File: src/ams_pkg.sv
// Shared types and constants for the admittance matrix stamper.
package ams_pkg;

    localparam int DEF_MAX_BUSES = 64;
    localparam logic [6:0] BUS_COUNT_RESET = 7'd64;

    // dividend is the 32-bit numerator placed above 34 fraction bits
    localparam int DVD_W = 66;
    localparam int DIV_CNT_W = 7;
    localparam logic [DIV_CNT_W-1:0] DIV_STEPS = 7'd66;
    localparam logic [30:0] Q_CAP = 31'h7FFF_FFFF;

    // half shunt: floor((p + 15625) / 31250), same as (2p + 31250) / 62500;
    // halve the biased product, then divide by 15625 through a 2^-45 reciprocal
    localparam logic [31:0] BSH_BIAS = 32'd15625;
    localparam logic [31:0] BSH_RECIP = 32'd2251799814;
    localparam int BSH_RSH = 45;

    typedef enum logic [1:0] {
        OP_CLEAR = 2'd0,
        OP_STAMP = 2'd1,
        OP_READ  = 2'd2,
        OP_NOP   = 2'd3
    } opcode_t;

    typedef enum logic [1:0] {
        STAT_OK      = 2'd0,
        STAT_ZERO_Z  = 2'd1,
        STAT_BAD_BUS = 2'd2
    } status_t;

    localparam logic REG_BUS_COUNT = 1'b0;

    typedef enum logic [3:0] {
        ST_INIT,
        ST_IDLE,
        ST_DECODE,
        ST_CLEAR,
        ST_MUL1,
        ST_CHECK,
        ST_MUL2,
        ST_DEN,
        ST_DIVGO,
        ST_DIV,
        ST_RMW_RD,
        ST_RMW_WR,
        ST_RADDR,
        ST_RDATA,
        ST_DONE
    } state_t;

endpackage

File: src/ams_div.sv
// Restoring divider: floor(num * 2^(34-sh) / den), capped at 2^31-1, one bit a cycle.
module ams_div (
    input  logic        clk,
    input  logic        rst_n,
    input  logic        start,
    input  logic [31:0] num,
    input  logic [62:0] den,
    input  logic [5:0]  sh,
    output logic        done,
    output logic [30:0] quo
);

    logic [ams_pkg::DVD_W-1:0]     dvd_reg, dvd_next;
    logic [62:0]                   rem_reg, rem_next;
    logic [30:0]                   q_reg, q_next;
    logic                          ovf_reg, ovf_next;
    logic [ams_pkg::DIV_CNT_W-1:0] cnt_reg, cnt_next;
    logic                          done_reg, done_next;
    logic [63:0]                   rem_sh;
    logic                          ge;

    assign rem_sh = {rem_reg, dvd_reg[ams_pkg::DVD_W-1]};
    assign ge = (rem_sh >= {1'b0, den});

    always_comb
    begin
        dvd_next = dvd_reg;
        rem_next = rem_reg;
        q_next = q_reg;
        ovf_next = ovf_reg;
        cnt_next = cnt_reg;
        done_next = 1'b0;
        if (start)
        begin
            dvd_next = {num, 34'd0} >> sh;
            rem_next = '0;
            q_next = '0;
            ovf_next = 1'b0;
            cnt_next = ams_pkg::DIV_STEPS;
        end
        else if (cnt_reg != '0)
        begin
            dvd_next = {dvd_reg[ams_pkg::DVD_W-2:0], 1'b0};
            rem_next = ge ? 63'(rem_sh - {1'b0, den}) : rem_sh[62:0];
            // a quotient bit pushed past bit 30 means the result is capped
            ovf_next = ovf_reg | q_reg[30];
            q_next = {q_reg[29:0], ge};
            cnt_next = cnt_reg - 1'b1;
            done_next = (cnt_reg == 7'd1);
        end
    end

    always_ff @(posedge clk or negedge rst_n)
    begin
        if (!rst_n)
        begin
            cnt_reg <= '0;
            done_reg <= 1'b0;
        end
        else
        begin
            cnt_reg <= cnt_next;
            done_reg <= done_next;
        end
    end

    always_ff @(posedge clk)
    begin
        dvd_reg <= dvd_next;
        rem_reg <= rem_next;
        q_reg <= q_next;
        ovf_reg <= ovf_next;
    end

    assign done = done_reg;
    assign quo = ovf_reg ? ams_pkg::Q_CAP : q_reg;

`ifndef SYNTHESIS
    a_done_after_count: assert property (@(posedge clk) disable iff (!rst_n)
        done |-> $past(cnt_reg) == 7'd1)
        else $error("divider done without final step");
`endif

endmodule
File: config.mk
export PLATFORM = sky130hd
export DESIGN_NAME = ams_div
export DESIGN_NICKNAME = d
export VERILOG_FILES = /design/src/ams_pkg.sv /design/src/ams_div.sv
export SDC_FILE = /design/constraint.sdc
export NUM_CORES = 1
export LEC_CHECK = 0
export BUFFER_PORTS_ARGS = -buffer_cell sky130_fd_sc_hd__buf_4
export CORE_MARGIN = 8
export CORE_UTILIZATION = 61
export DETAILED_ROUTE_END_ITERATION = 16
export GPL_TIMING_DRIVEN = 0
export HOLD_SLACK_MARGIN = 0.05
export PLACE_DENSITY_LB_ADDON = 0.1
export SLEW_MARGIN = 20
export SYNTH_ARGS = -nofsm -noshare
export SYNTH_HDL_FRONTEND = slang
export SYNTH_SLANG_ARGS = --single-unit
export TNS_END_PERCENT = 30
File: constraint.sdc
create_clock -name clk -period 3.8 [get_ports clk]
set_input_delay 0.19 -clock clk [delete_from_list [all_inputs] [get_ports clk]]
set_output_delay 0.19 -clock clk [all_outputs]
set_load 0.05 [all_outputs]
==> results of run 1 <==
-- layout make-up --
class / count / area [um^2] / area share (%)
flip-flops and latches: 169 / 4080 / 26.6
clock buffers: 17 / 425 / 2.77
well taps: 280 / 350 / 2.28
multi-input cells: 1310 / 8450 / 55.0
repair buffers: 132 / 1010 / 6.55
clock inverters: 15 / 174 / 1.13
inverters: 104 / 393 / 2.56
plain buffers: 116 / 478 / 3.11
-- kinds of logic (layout without fill, tap and decap cells) --
family	after synthesis	after routing	synth area share, %
DFF	169	169	30.5
and+or+nand+nor	606	606	20.2
muxes	66	66	7.05
AOI/OAI and AO/OA	514	514	25.7
xor gates and xnor gates	58	58	3.80
buffers and inverters	220	384	6.49
adders and majority gates	66	66	6.23
-- critical path, delay by kind of cell (launching register included) --
kind	cells	cell delay (ns)
AO/OA/AOI/OAI	7	1.46
AND/OR/NAND/NOR	3	1.05
buffers and inverters	1	0.05
adder cells (fa/ha/maj)	2	0.60
flip-flops	1	0.35
-- placed cells by master, fill, tap and decap left out, types with 23 or more instances in the layout --
cell type / Yosys / layout
a21oi_1: 161 / 161
ha_1: 65 / 65
a311oi_1: 30 / 30
buf_4: 3 / 133
dfxtp_1: 95 / 95
nand4_1: 34 / 34
inv_1: 101 / 100
nor3_1: 25 / 25
buf_2: 25 / 25
or2_2: 38 / 38
xnor2_1: 40 / 40
o21ai_0: 77 / 77
nand2_1: 282 / 282
o2bb2ai_1: 34 / 34
clkbuf_1: 75 / 75
mux2i_1: 29 / 29
o21a_1: 23 / 23
edfxtp_1: 66 / 66
nor2_1: 145 / 145
-- metrics by stage --
| stage | hold slack, ns | setup slack [ns] | utilization (%) |
|---|---|---|---|
| 6_report | 0.135 | 0.175 | 70.8 |
| 5_1_grt | 0.152 | 0.0142 | 70.8 |
| 3_5_place_dp | 0.0243 | -0.0559 | 67.9 |
| 3_3_place_gp | 0.0233 | -0.182 | 67.8 |
| 2_1_floorplan | -0.106 | 0.752 | - |
| 4_1_cts | 0.115 | 0.0957 | 70.8 |
-- path summary, 6_finish.rpt --
| kind | slack [ns] | depth (start not counted) | endpoint | from |
|---|---|---|---|---|
| hold reg to reg | 0.46 | 2 | q_reg[11]$_SDFFE_PP0P_ | q_reg[10]$_SDFFE_PP0P_ |
| min in group clk | 0.28 | 5 | rem_reg[0]$_SDFFE_PP0P_ | den[0] |
| max in group asynchronous | 3.52 | 2 | cnt_reg[3]$_DFFE_PN0P_ | rst_n |
| hold / removal | 0.13 | 2 | cnt_reg[1]$_DFFE_PN0P_ | rst_n |
| setup reg to reg | 0.17 | 13 | rem_reg[47]$_SDFFE_PP0P_ | dvd_reg[65]$_DFFE_PP_ |
| setup / recovery | 0.17 | 13 | rem_reg[47]$_SDFFE_PP0P_ | dvd_reg[65]$_DFFE_PP_ |
-- per-layer routing --
metal,GRT usage [%],part of all wire (%),vias up,routed length (um)
li1,-,-,6426,-
met4,12.4,3.7,0,1580
met3,4.81,7.7,129,3310
met5,0,0,-,0
met1,40.0,41,6411,17700
met2,51.6,47,655,20200
-- where the power goes --
part	switching (mW)	internal, mW	leakage, nW	total, mW
clock network	0.886	0.894	0.294	1.78
registers	0.306	2.25	1.63	2.56
logic	2.59	1.62	4.76	4.21
total	3.79	4.76	6.68	8.55
-- timing repair --
item	in CTS	in global routing
gates resized for setup	1	2
hold buffers	1	0
setup endpoints to repair	1	3
hold endpoints to repair	8	0
gates cloned	0	0
==> summary.txt, run 1 <==
Outcome
  • Status: finished, final reports clean

Die
  • Std-Cell Rows: 54
  • Core area: ~22000 um^2
  • Chip width: 164 um
  • Die height: 164 um
  • IO Pins: ~140
  • Die area: 26900 um^2
  • Starting density of the core: 61.7%

Clock tree
  • Clk_lat worst skew: around 0.44 ns
  • Max clock buf depth: 2
  • Clock slew seen by the registers of the worst setup and hold paths: 0.07 ns
  • Post-CTS setup buffer count: 0
  • H-tree levels: 4
  • CTS tree: yes
  • Root Buffer: clkbuf_16
  • Sink Count: 169
  • Cts bufs inserted: 17

Timing
  • Max_slew headroom: 45.1%
  • Clock skew: approximately 0.017 ns
  • Period utilization: 95.4%
  • Max Freq: between 200 and 300 MHz
  • Slew @ Worst Pin: 0.823 ns
  • Tmin final: 3.63 ns
  • RSZ-0062 raised after global routing: false
  • Final setup vio count: 0
  • Max-slew violation count: 0
  • Hold Vio Cnt, Final: 0
  • TNS Setup: 0 ns

Drt
  • Routed WL: 42.8 mm
  • Initial DRC Count: between 1000 and 1500
  • DR WL/cell: approximately 20 um
  • Total number of vias: ~14000
  • First-pass iteration count of the detailed router: 5
  • Number of vias per cell: about 6.4
  • DR DRC count: 0
  • Routed Antenna Nets: 0

Finish
  • Max reg flops: 66
  • Synth-to-Final Area Change: 14.8%
  • Nets@finish: just over 2000
  • Design area: 15400 um^2
  • Diodes inserted: 0
  • Fillers: 1839
  • Layout cells sized above 1: about 15%
  • Layout Cells excl Fill: ~2100

Yosys
  • Most frequent cell after synthesis: nand2_1
  • Cell variety after synth: 76
  • Syn. warnings: 0
  • Synth area leader: edfxtp_1
  • Yosys reg bits: approximately 170
  • Dominant cells by area after synthesis: edfxtp_1, dfxtp_1, nand2_1
  • Cell count after synthesis: between 1500 and 2000
  • Synth top area share: between 10 and 15%
  • Post-synth ARST share: 4.73%
  • Seq/Total Area, Yosys: between 30% and 40%
  • Commonest cells in the netlist: nand2_1, a21oi_1, nor2_1
  • Syn avg cell area: between 7 and 8 um^2
  • Syn Nets: 1869
  • Primary FF master, synth: dfxtp_1
  • EDFF count, synth: between 60 and 70
  • Mapped cell area: ~13000 um^2

Power and ir drop
  • Total Power: about 8.5 mW
  • Pwr Density: 557 nW/um^2
  • Static leakage: between 6 and 7 nW
  • VDD IR max: around 350 uV

Setup path
  • Crit path kind: register to register
  • CP Cell Sequence: inv_1, ha_1, fa_1, and2b_1, o2111ai_1, a21oi_1, o211ai_1, nand3_1, a21oi_2, o21a_2, nor2_1, a2111oi_0, o21a_1
  • Slowest cell on crit path: nor2_1
  • Crit path DAT: approximately 4 ns
  • Critical Path Max Stage Delay: around 0.56 ns
  • CP Capture Type: register
  • CP max FO: 8
  • WP data required: just over 4 ns
  • CP Launch Type: register

Place
  • Post-place instance area: approximately 15000 um^2
  • Dpl cells: 2110
  • Port Buf Inserts: 130
  • Detailed Place HPWL: ~33 mm
  • GP Congestion: ~1.0

Global routing
  • First-pass GRT wire length: ~67 mm
  • Global route overflow: 0
  • Number of global-route vias before repair: 13000
  • Total Routing Usage GR: between 30 and 40%
  • Largest net degree at the start of global routing: 35
  • Initial antenna violation count: 0

Worst hold path
  • HP Class: input pin to async pin

Flow run
  • Max-Cap Viols: 0
Note: power is estimated with default switching activity, not from simulation.
==> run 2: changes to the inputs <==
--- a/config.mk
+++ b/config.mk
@@ -5,9 +5,10 @@
 export SDC_FILE = /design/constraint.sdc
 export NUM_CORES = 1
 export LEC_CHECK = 0
+export ABC_AREA = 1
 export BUFFER_PORTS_ARGS = -buffer_cell sky130_fd_sc_hd__buf_4
 export CORE_MARGIN = 8
-export CORE_UTILIZATION = 61
+export CORE_UTILIZATION = 62
 export DETAILED_ROUTE_END_ITERATION = 16
 export GPL_TIMING_DRIVEN = 0
 export HOLD_SLACK_MARGIN = 0.05
==> run 2 against run 1 <==
Net effect: routed wire length is 35% higher; fmax grew 14%; non-clock buffer count shrank 23; sequential share of layout area decreased by 3.6 points; combinational power grew 57%; die area rose by 14%; critical endpoint is now dvd_reg[1]$_DFFE_PP_; largest power group unchanged; highest routed layer unchanged.
==> summary.txt, run 2 <==
Timing
  • Tmin final: 3.17 ns (-0.455 ns)
  • Hold Vio Cnt, Final: 0 (unchanged)
  • Slew @ Worst Pin: 0.944 ns (+0.121 ns)
  • Period utilization: 83.4% (-12 points)
  • Max-slew violation count: 0 (unchanged)
  • TNS Setup: 0 ns (unchanged)
  • Max_slew headroom: 37.0% (-8.1 points)
  • Hold_ws: 0.108 ns (-0.0266 ns)
  • Max Freq: 315 MHz (+14%)
  • Clock skew: 0.0251 ns (+0.00809 ns)
  • Final setup vio count: 0 (unchanged)
  • RSZ-0062 raised after global routing: false

Die
  • Chip width: 175 um (+6.6%)
  • Core area: 25000 um^2 (+15%)
  • Die area: 30600 um^2 (+14%)
  • IO Pins: 136 (unchanged)
  • Die height: 175 um (+6.6%)
  • Starting density of the core: 62.7% (+1.1 points)
  • Std-Cell Rows: 58 (+7.4%)

Power and ir drop
  • Pwr Density: 628 nW/um^2 (+13%)
  • Pint: 5.37 mW (+13%)
  • Switching share of power: 51.8% (+7.5 points)
  • VDD IR max: 426 uV (+20%)
  • Combinational share of power: 59.3% (+10 points)
  • Clk pwr share: 17.1% (-3.7 points)
  • Sequential Power Share: 23.6% (-6.3 points)
  • Sw power: 5.76 mW (+52%)
  • Static leakage: 10.3 nW (+54%)

Setup path
  • Crit path DAT: 3.33 ns (-0.62 ns)
  • CP dominant cell by count: inv_1
  • Crit path kind: register to register
  • CP max FO: 58 (+50)
  • WP data required: 3.96 ns (-0.17 ns)
  • CP Launch Type: register
  • Critical path buffers and inverters: 5 (+4)
  • CP Capture Type: register
  • CP Cell Sequence: inv_1, ha_1, nand2_1, nor2_1, inv_1, nor2_2, inv_2, clkbuf_4, buf_16
  • Critical Path Max Stage Delay: 0.65 ns (+0.09 ns)
  • CP delay by family, top: buffers and inverters
  • Slowest cell on crit path: nor2_2

Finish
  • Fillers: 2254 (+23%)
  • Layout cells sized above 1: 7.60% (-7.9 points)
  • Synth-to-Final Area Change: 13.2%
  • Most frequent cells in the layout: nand2_1, inv_1, nand3_1
  • Nets@finish: 3103 (+54%)
  • Max reg flops: 66 (unchanged)
  • Commonest non-fill, non-tap cell in the layout: nand2_1

Yosys
  • Primary FF master, synth: dfxtp_1
  • Synth top area share: 28.5% (+14 points)
  • EDFF count, synth: 66 (unchanged)
  • Seq/Total Area, Yosys: 26.1% (-4.5 points)
  • Synth area leader: nand2_1
  • Yosys reg bits: 169 (unchanged)
  • Syn Nets: 2953 (+58%)
  • Cell count after synthesis: 2783 (+64%)
  • Most frequent cell after synthesis: nand2_1
  • Commonest cells in the netlist: nand2_1, inv_1, nand3_1
  • Post-synth ARST share: 4.73% (unchanged)
  • Syn avg cell area: 5.63 um^2 (-29%)
  • Mapped cell area: 15700 um^2 (+17%)
  • Syn. warnings: 0 (unchanged)
  • Dominant cells by area after synthesis: nand2_1, edfxtp_1, dfxtp_1
  • Cell variety after synth: 46 (-39%)

Drt
  • DR DRC count: 0 (unchanged)
  • Routed Antenna Nets: 0 (unchanged)
  • Total number of vias: 18600 (+37%)
  • Routed WL: 57.9 mm (+35%)
  • Number of vias per cell: 5.68 (-11%)
  • Initial DRC Count: 2475 (+96%)
  • First-pass iteration count of the detailed router: 8 (+3)
  • DR WL/cell: 17.7 um (-11%)

Global routing
  • Total Routing Usage GR: 36.4% (+5.3 points)
  • Global route overflow: 0 (unchanged)
  • Initial antenna violation count: 1 (+1)
  • First-pass GRT wire length: 89.7 mm (+33%)
  • Number of global-route vias before repair: 17700 (+36%)
  • Largest net degree at the start of global routing: 59 (+69%)

Place
  • Detailed Place HPWL: 45.9 mm (+38%)
  • GP Congestion: 1.06 (+4.5%)
  • Port Buf Inserts: 129 (-0.77%)

Clock tree
  • Root Buffer: clkbuf_16
  • Cts bufs inserted: 17 (unchanged)
  • Clock slew seen by the registers of the worst setup and hold paths: 0.10 ns (+0.03 ns)
  • Max clock buf depth: 2 (unchanged)
  • Sink Count: 169 (unchanged)
  • CTS tree: yes
  • Clk_lat worst skew: 0.46 ns (+0.02 ns)
  • H-tree levels: 4 (unchanged)
  • CTS resizes: 0 (-1)
  • Post-CTS setup buffer count: 0 (unchanged)

Outcome
  • Status: finished, final reports clean

Worst hold path
  • HP Class: input pin to async pin

Flow run
  • Max-Cap Viols: 0 (unchanged)
[run 2: worst register-to-register path, cell delays in order (launching register included)]
cell      delay (ns)
dfrtp_1         0.43
inv_1           0.11
ha_1            0.24
nand2_1         0.15
nor2_1          0.26
inv_1           0.12
nor2_2          0.65
inv_2           0.30
clkbuf_4        0.34
buf_16          0.26
[run 2: through the flow]
step / total power [mW] / setup WS [ns] / instances / instance area, um^2 / util (%)
6_report: 11.1 / 0.629 / 3277 / 17700 / 71.0
5_1_grt: 11.8 / 0.452 / 3277 / 17700 / 71.0
4_1_cts: 10.9 / 0.714 / 3276 / 17700 / 71.0
3_5_place_dp: 8.97 / 0.737 / 3243 / 17100 / 68.4
3_3_place_gp: 8.80 / -0.748 / 3242 / 17000 / 68.3
2_1_floorplan: 7.12 / 0.252 / 2783 / 15700 / -
[run 2: power groups by stage]
stage | sequential [mW] | clock, mW | combinational (mW)
after floorplan | 2.54 | 0 | 4.58
after global placement | 2.62 | 0 | 6.18
after detailed placement | 2.64 | 0 | 6.33
after CTS | 2.61 | 1.88 | 6.38
after global routing | 2.67 | 1.94 | 7.21
final | 2.63 | 1.90 | 6.60
[run 2: logic make-up (layout without fill, tap and decap cells)]
family,count (synthesis),in the layout,synth area share [%]
xor+xnor,29,29,1.62
simple gates,1693,1693,43.9
mux,4,4,0.256
buf+inv,604,767,15.0
fa+ha+maj,66,66,5.32
flops,169,169,26.1
compound gates,218,218,7.85
other cells,0,1,0
[run 2: path summary, 6_finish.rpt]
check | cells after the start | slack [ns] | startpoint | to
worst max-delay path | 9 | 0.63 | cnt_reg[0]$_DFFE_PN0P_ | dvd_reg[1]$_DFFE_PP_
worst min-delay path | 2 | 0.11 | rst_n | cnt_reg[6]$_DFFE_PN0P_
worst max register to register | 9 | 0.63 | cnt_reg[0]$_DFFE_PN0P_ | dvd_reg[1]$_DFFE_PP_
worst min register to register | 2 | 0.48 | rem_reg[44]$_SDFFE_PP0P_ | rem_reg[44]$_SDFFE_PP0P_
max in group asynchronous | 2 | 3.54 | rst_n | cnt_reg[3]$_DFFE_PN0P_
min in group clk | 5 | 0.22 | den[0] | rem_reg[0]$_SDFFE_PP0P_
[run 2: area by class of cell]
cell class / count / area (um^2) / area share (%)
sequential: 169 / 4080 / 23.0
inverter: 510 / 1910 / 10.8
multi-input combinational: 2010 / 9220 / 52.0
clock buffer: 17 / 425 / 2.40
buffer: 94 / 443 / 2.50
tap: 330 / 413 / 2.33
clock inverter: 15 / 213 / 1.20
antenna: 1 / 2.50 / 0.0141
timing repair buffer: 131 / 1010 / 5.68
[run 2: routing by layer]
| layer | GRT usage, % | wire [um] | up-vias |
|---|---|---|---|
| met5 | 0 | 0 | - |
| met4 | 23.6 | 4100 | 0 |
| met3 | 6.19 | 5780 | 258 |
| met2 | 60.5 | 26400 | 1146 |
| met1 | 43.0 | 21700 | 8365 |
| li1 | - | - | 8859 |
[run 2: what timing repair did]
| item | in CTS | in global routing |
|---|---|---|
| endpoints found under the hold margin | 8 | 0 |
| hold buffers | 1 | 0 |
| endpoints found under the setup margin | 0 | 0 |
==> run 3: changes to the inputs <==
--- a/config.mk
+++ b/config.mk
@@ -8,7 +8,7 @@
 export ABC_AREA = 1
 export BUFFER_PORTS_ARGS = -buffer_cell sky130_fd_sc_hd__buf_4
 export CORE_MARGIN = 8
-export CORE_UTILIZATION = 62
+export CORE_UTILIZATION = 56
 export DETAILED_ROUTE_END_ITERATION = 16
 export GPL_TIMING_DRIVEN = 0
 export HOLD_SLACK_MARGIN = 0.05
==> constraint.sdc (replaced) <==
create_clock -name clk -period 2.5 [get_ports clk]
set_input_delay 0.125 -clock clk [delete_from_list [all_inputs] [get_ports clk]]
set_output_delay 0.125 -clock clk [all_outputs]
set_load 0.05 [all_outputs]
==> run 3 against run 2 <==
Net effect: highest routed layer is now met5; via count increased by 0.29%; final area is 5.8% higher; the flow now finishes with violations (negative setup slack); cell count up 2.2%; largest power group unchanged; sequential power up 52%; non-clock buffer count up 23; total power is 70% higher; sequential share of layout area down 1.2 points; critical path depth grew 9; worst hold slack got worse by 0.0013 ns.
==> summary.txt, run 3 (same netlist as run 2, synthesis figures left out) <==
Clock tree
  • H-tree levels: 4 (unchanged)
  • Root Buffer: clkbuf_16
  • Cts bufs inserted: 17 (unchanged)
  • Clk_lat worst skew: 0.46 ns (about the same)
  • Sink Count: 169 (unchanged)
  • Max clock buf depth: 2 (unchanged)
  • Clock slew seen by the registers of the worst setup and hold paths: 0.08 ns (-0.02 ns)
  • CTS tree: yes

Global routing
  • Initial antenna violation count: 2 (+1)
  • Largest net degree at the start of global routing: 76 (+29%)
  • Global route overflow: 0 (unchanged)
  • Number of global-route vias before repair: 17600 (-0.44%)
  • First-pass GRT wire length: 93.2 mm (+3.9%)
  • Total Routing Usage GR: 35.3% (-1.1 points)

Setup path
  • Critical Path Max Stage Delay: 0.38 ns (-0.27 ns)
  • CP dominant cell by count: nand2_2
  • Crit path from: dvd_reg[65]$_DFFE_PP_
  • CP Launch Type: register
  • CP max FO: 7 (-88%)
  • Crit path DAT: 2.93 ns (-0.40 ns)
  • Critical R2R Launch: dvd_reg[65]$_DFFE_PP_
  • CP Capture Type: register
  • Flop-to-flop setup slack: -0.04 ns (-0.67 ns)
  • Slowest cell on crit path: edfxtp_1
  • R2R cell count: 18 (+9)
  • WP data required: 2.89 ns (-1.07 ns)
  • Worst R2R End: rem_reg[4]$_SDFFE_PP0P_
  • CP Cell Sequence: inv_2, ha_4, fa_2, inv_2, nand2_2, nand2_1, nand3b_1, nand2_2, nand2_2, nand2_2, nand2_2, nand3_4, nand2_8, buf_12, buf_12, nand3_1, nand3_1, o21ai_1
  • Crit path kind: register to register

Outcome
  • Failing checks: negative setup slack
  • Status: finished, violations left

Worst hold path
  • HP Class: input pin to register
  • Worst Hold End: rem_reg[0]$_SDFFE_PP0P_
  • Worst hold start: den[0]
  • Hold Path Depth: 5

Timing
  • Max Freq: 393 MHz (+25%)
  • Clock skew: 0.0121 ns (-0.0130 ns)
  • Max-slew violation count: 0 (unchanged)
  • Tmin final: 2.54 ns (-0.629 ns)
  • Hold Vio Cnt, Final: 0 (unchanged)
  • Final setup vio count: 21 (+21)
  • Slew @ Worst Pin: 1.01 ns (+0.0615 ns)
  • Period utilization: 102% (+18 points)
  • Max_slew headroom: 32.7% (-4.3 points)
  • RSZ-0062 raised after global routing: true
  • Final setup margin: -0.0422 ns (-0.671 ns)

Power and ir drop
  • Clk pwr share: 14.9% (-2.2 points)
  • Pwr Density: 1010 nW/um^2 (+60%)
  • Switching share of power: 51.4% (-0.35 points)
  • Combinational share of power: 63.9% (+4.6 points)
  • Pint: 9.18 mW (+71%)
  • Total Power: 18.9 mW (+70%)
  • Static leakage: 10.7 nW (+3.5%)
  • Sw power: 9.71 mW (+69%)
  • Sequential Power Share: 21.2% (-2.4 points)
  • VDD IR max: 588 uV (+38%)

Finish
  • FF/Latch Area: 4090 um^2 (+0.21%)
  • Final Util: 67.9% (-3.1 points)
  • Nets@finish: 3128 (+0.81%)
  • Commonest non-fill, non-tap cell in the layout: nand2_1
  • Area of the multi-input gates: 9760 um^2 (+5.8%)
  • Max reg flops: 66 (unchanged)
  • Design area: 18700 um^2 (+5.8%)
  • Most frequent cells in the layout: nand2_1, inv_1, nand3_1
  • Fillers: 2529 (+12%)
  • Synth-to-Final Area Change: 19.7%
  • Layout cells sized above 1: 12.2% (+4.6 points)

Drt
  • DR DRC count: 0 (unchanged)
  • Met3 WL: 5.53 mm (-4.3%)
  • Routed Antenna Nets: 0 (unchanged)
  • Top sig layer: met5
  • Number of vias per cell: 5.58 (-1.9%)
  • Routed WL: 62.4 mm (+7.7%)
  • DR WL/cell: 18.6 um (+5.4%)
  • First-pass iteration count of the detailed router: 9 (+1)
  • Met2 Wirelength: 28.2 mm (+7.0%)
  • Wl on met1: 24.0 mm (+10%)
  • Total number of vias: 18700 (+0.29%)
  • Initial DRC Count: 2134 (-14%)

Die
  • Chip width: 183 um (+4.7%)
  • Std-Cell Rows: 61 (+5.2%)
  • Starting density of the core: 56.7% (-6.1 points)
  • Core area: 27600 um^2 (+11%)
  • Die area: 33600 um^2 (+9.7%)
  • IO Pins: 136 (unchanged)
  • Die height: 183 um (+4.7%)

Place
  • GP Congestion: 1.04 (-1.4%)
  • Detailed Place HPWL: 47.5 mm (+3.4%)
  • Post-place instance area: 17100 um^2 (+0.19%)
  • Port Buf Inserts: 129 (unchanged)

Flow run
  • Max-Cap Viols: 0 (unchanged)
run 3: timing repair:
action / 4_1_cts / 5_1_grt
resized for setup: 55 / 117
cloned: 3 / 7
endpoints found under the hold margin: 8 / 0
setup buffers: 11 / 5
hold buffers: 2 / 0
pin swaps: 5 / 29
setup endpoints to repair: 147 / 140
run 3: cell type report:
| cell class | count | share of cell area (%) |
|---|---|---|
| Clock inverter | 15 | 0.988 |
| Timing Repair Buffer | 154 | 7.01 |
| Inverter | 510 | 10.2 |
| Tap cell | 378 | 2.52 |
| Sequential cell | 169 | 21.8 |
| Multi-Input combinational cell | 2012 | 52.1 |
| Clock buffer | 17 | 2.27 |
| Antenna cell | 1 | 0.0133 |
| Buffer | 94 | 3.08 |
run 3: how the worst max path moves through the flow:
stage | to | slack [ns]
6_report | rem_reg[4]$_SDFFE_PP0P_ | -0.04
5_1_grt | rem_reg[22]$_SDFFE_PP0P_ | -0.12
4_1_cts | rem_reg[46]$_SDFFE_PP0P_ | -0.008
3_5_place_dp | dvd_reg[45]$_DFFE_PP_ | -0.58
3_3_place_gp | dvd_reg[46]$_DFFE_PP_ | -0.50
2_1_floorplan | rem_reg[38]$_SDFFE_PP0P_ | 0.29
run 3: stage by stage:
step	setup WS [ns]	std cells	hold WS, ns	setup TNS [ns]
after floorplan	0.291	2783	-0.171	0
after global routing	-0.120	3350	0.126	-5.00
after detailed placement	-0.584	3290	-0.0552	-60.99
final	-0.0422	3350	0.107	-0.307
after global placement	-0.497	3290	-0.0539	-47.85
after CTS	-0.00839	3338	0.107	-0.0213
run 3: routing by layer:
layer | GRT usage, % | vias to the layer above
li1 | - | 8918
met1 | 42.3 | 8364
met2 | 58.0 | 1118
met3 | 6.09 | 280
met4 | 23.0 | 2
met5 | 0 | -
run 3: power by group through the flow:
stage	combinational [mW]	clock, mW	sequential [mW]
floorplan	6.96	0	3.87
global placement	9.54	0	3.98
detailed placement	9.68	0	4.01
CTS	10.5	2.78	3.96
global route	13.0	2.92	4.07
finish	12.1	2.81	4.01
run 3: worst max-delay path: cells and delay by family, from the launching register on:
family,cells,cell delay [ns]
AO/OA/AOI/OAI,1,0.10
adder cells (fa/ha/maj),2,0.52
buffers and inverters,4,0.48
flip-flops,1,0.38
AND/OR/NAND/NOR,11,0.97
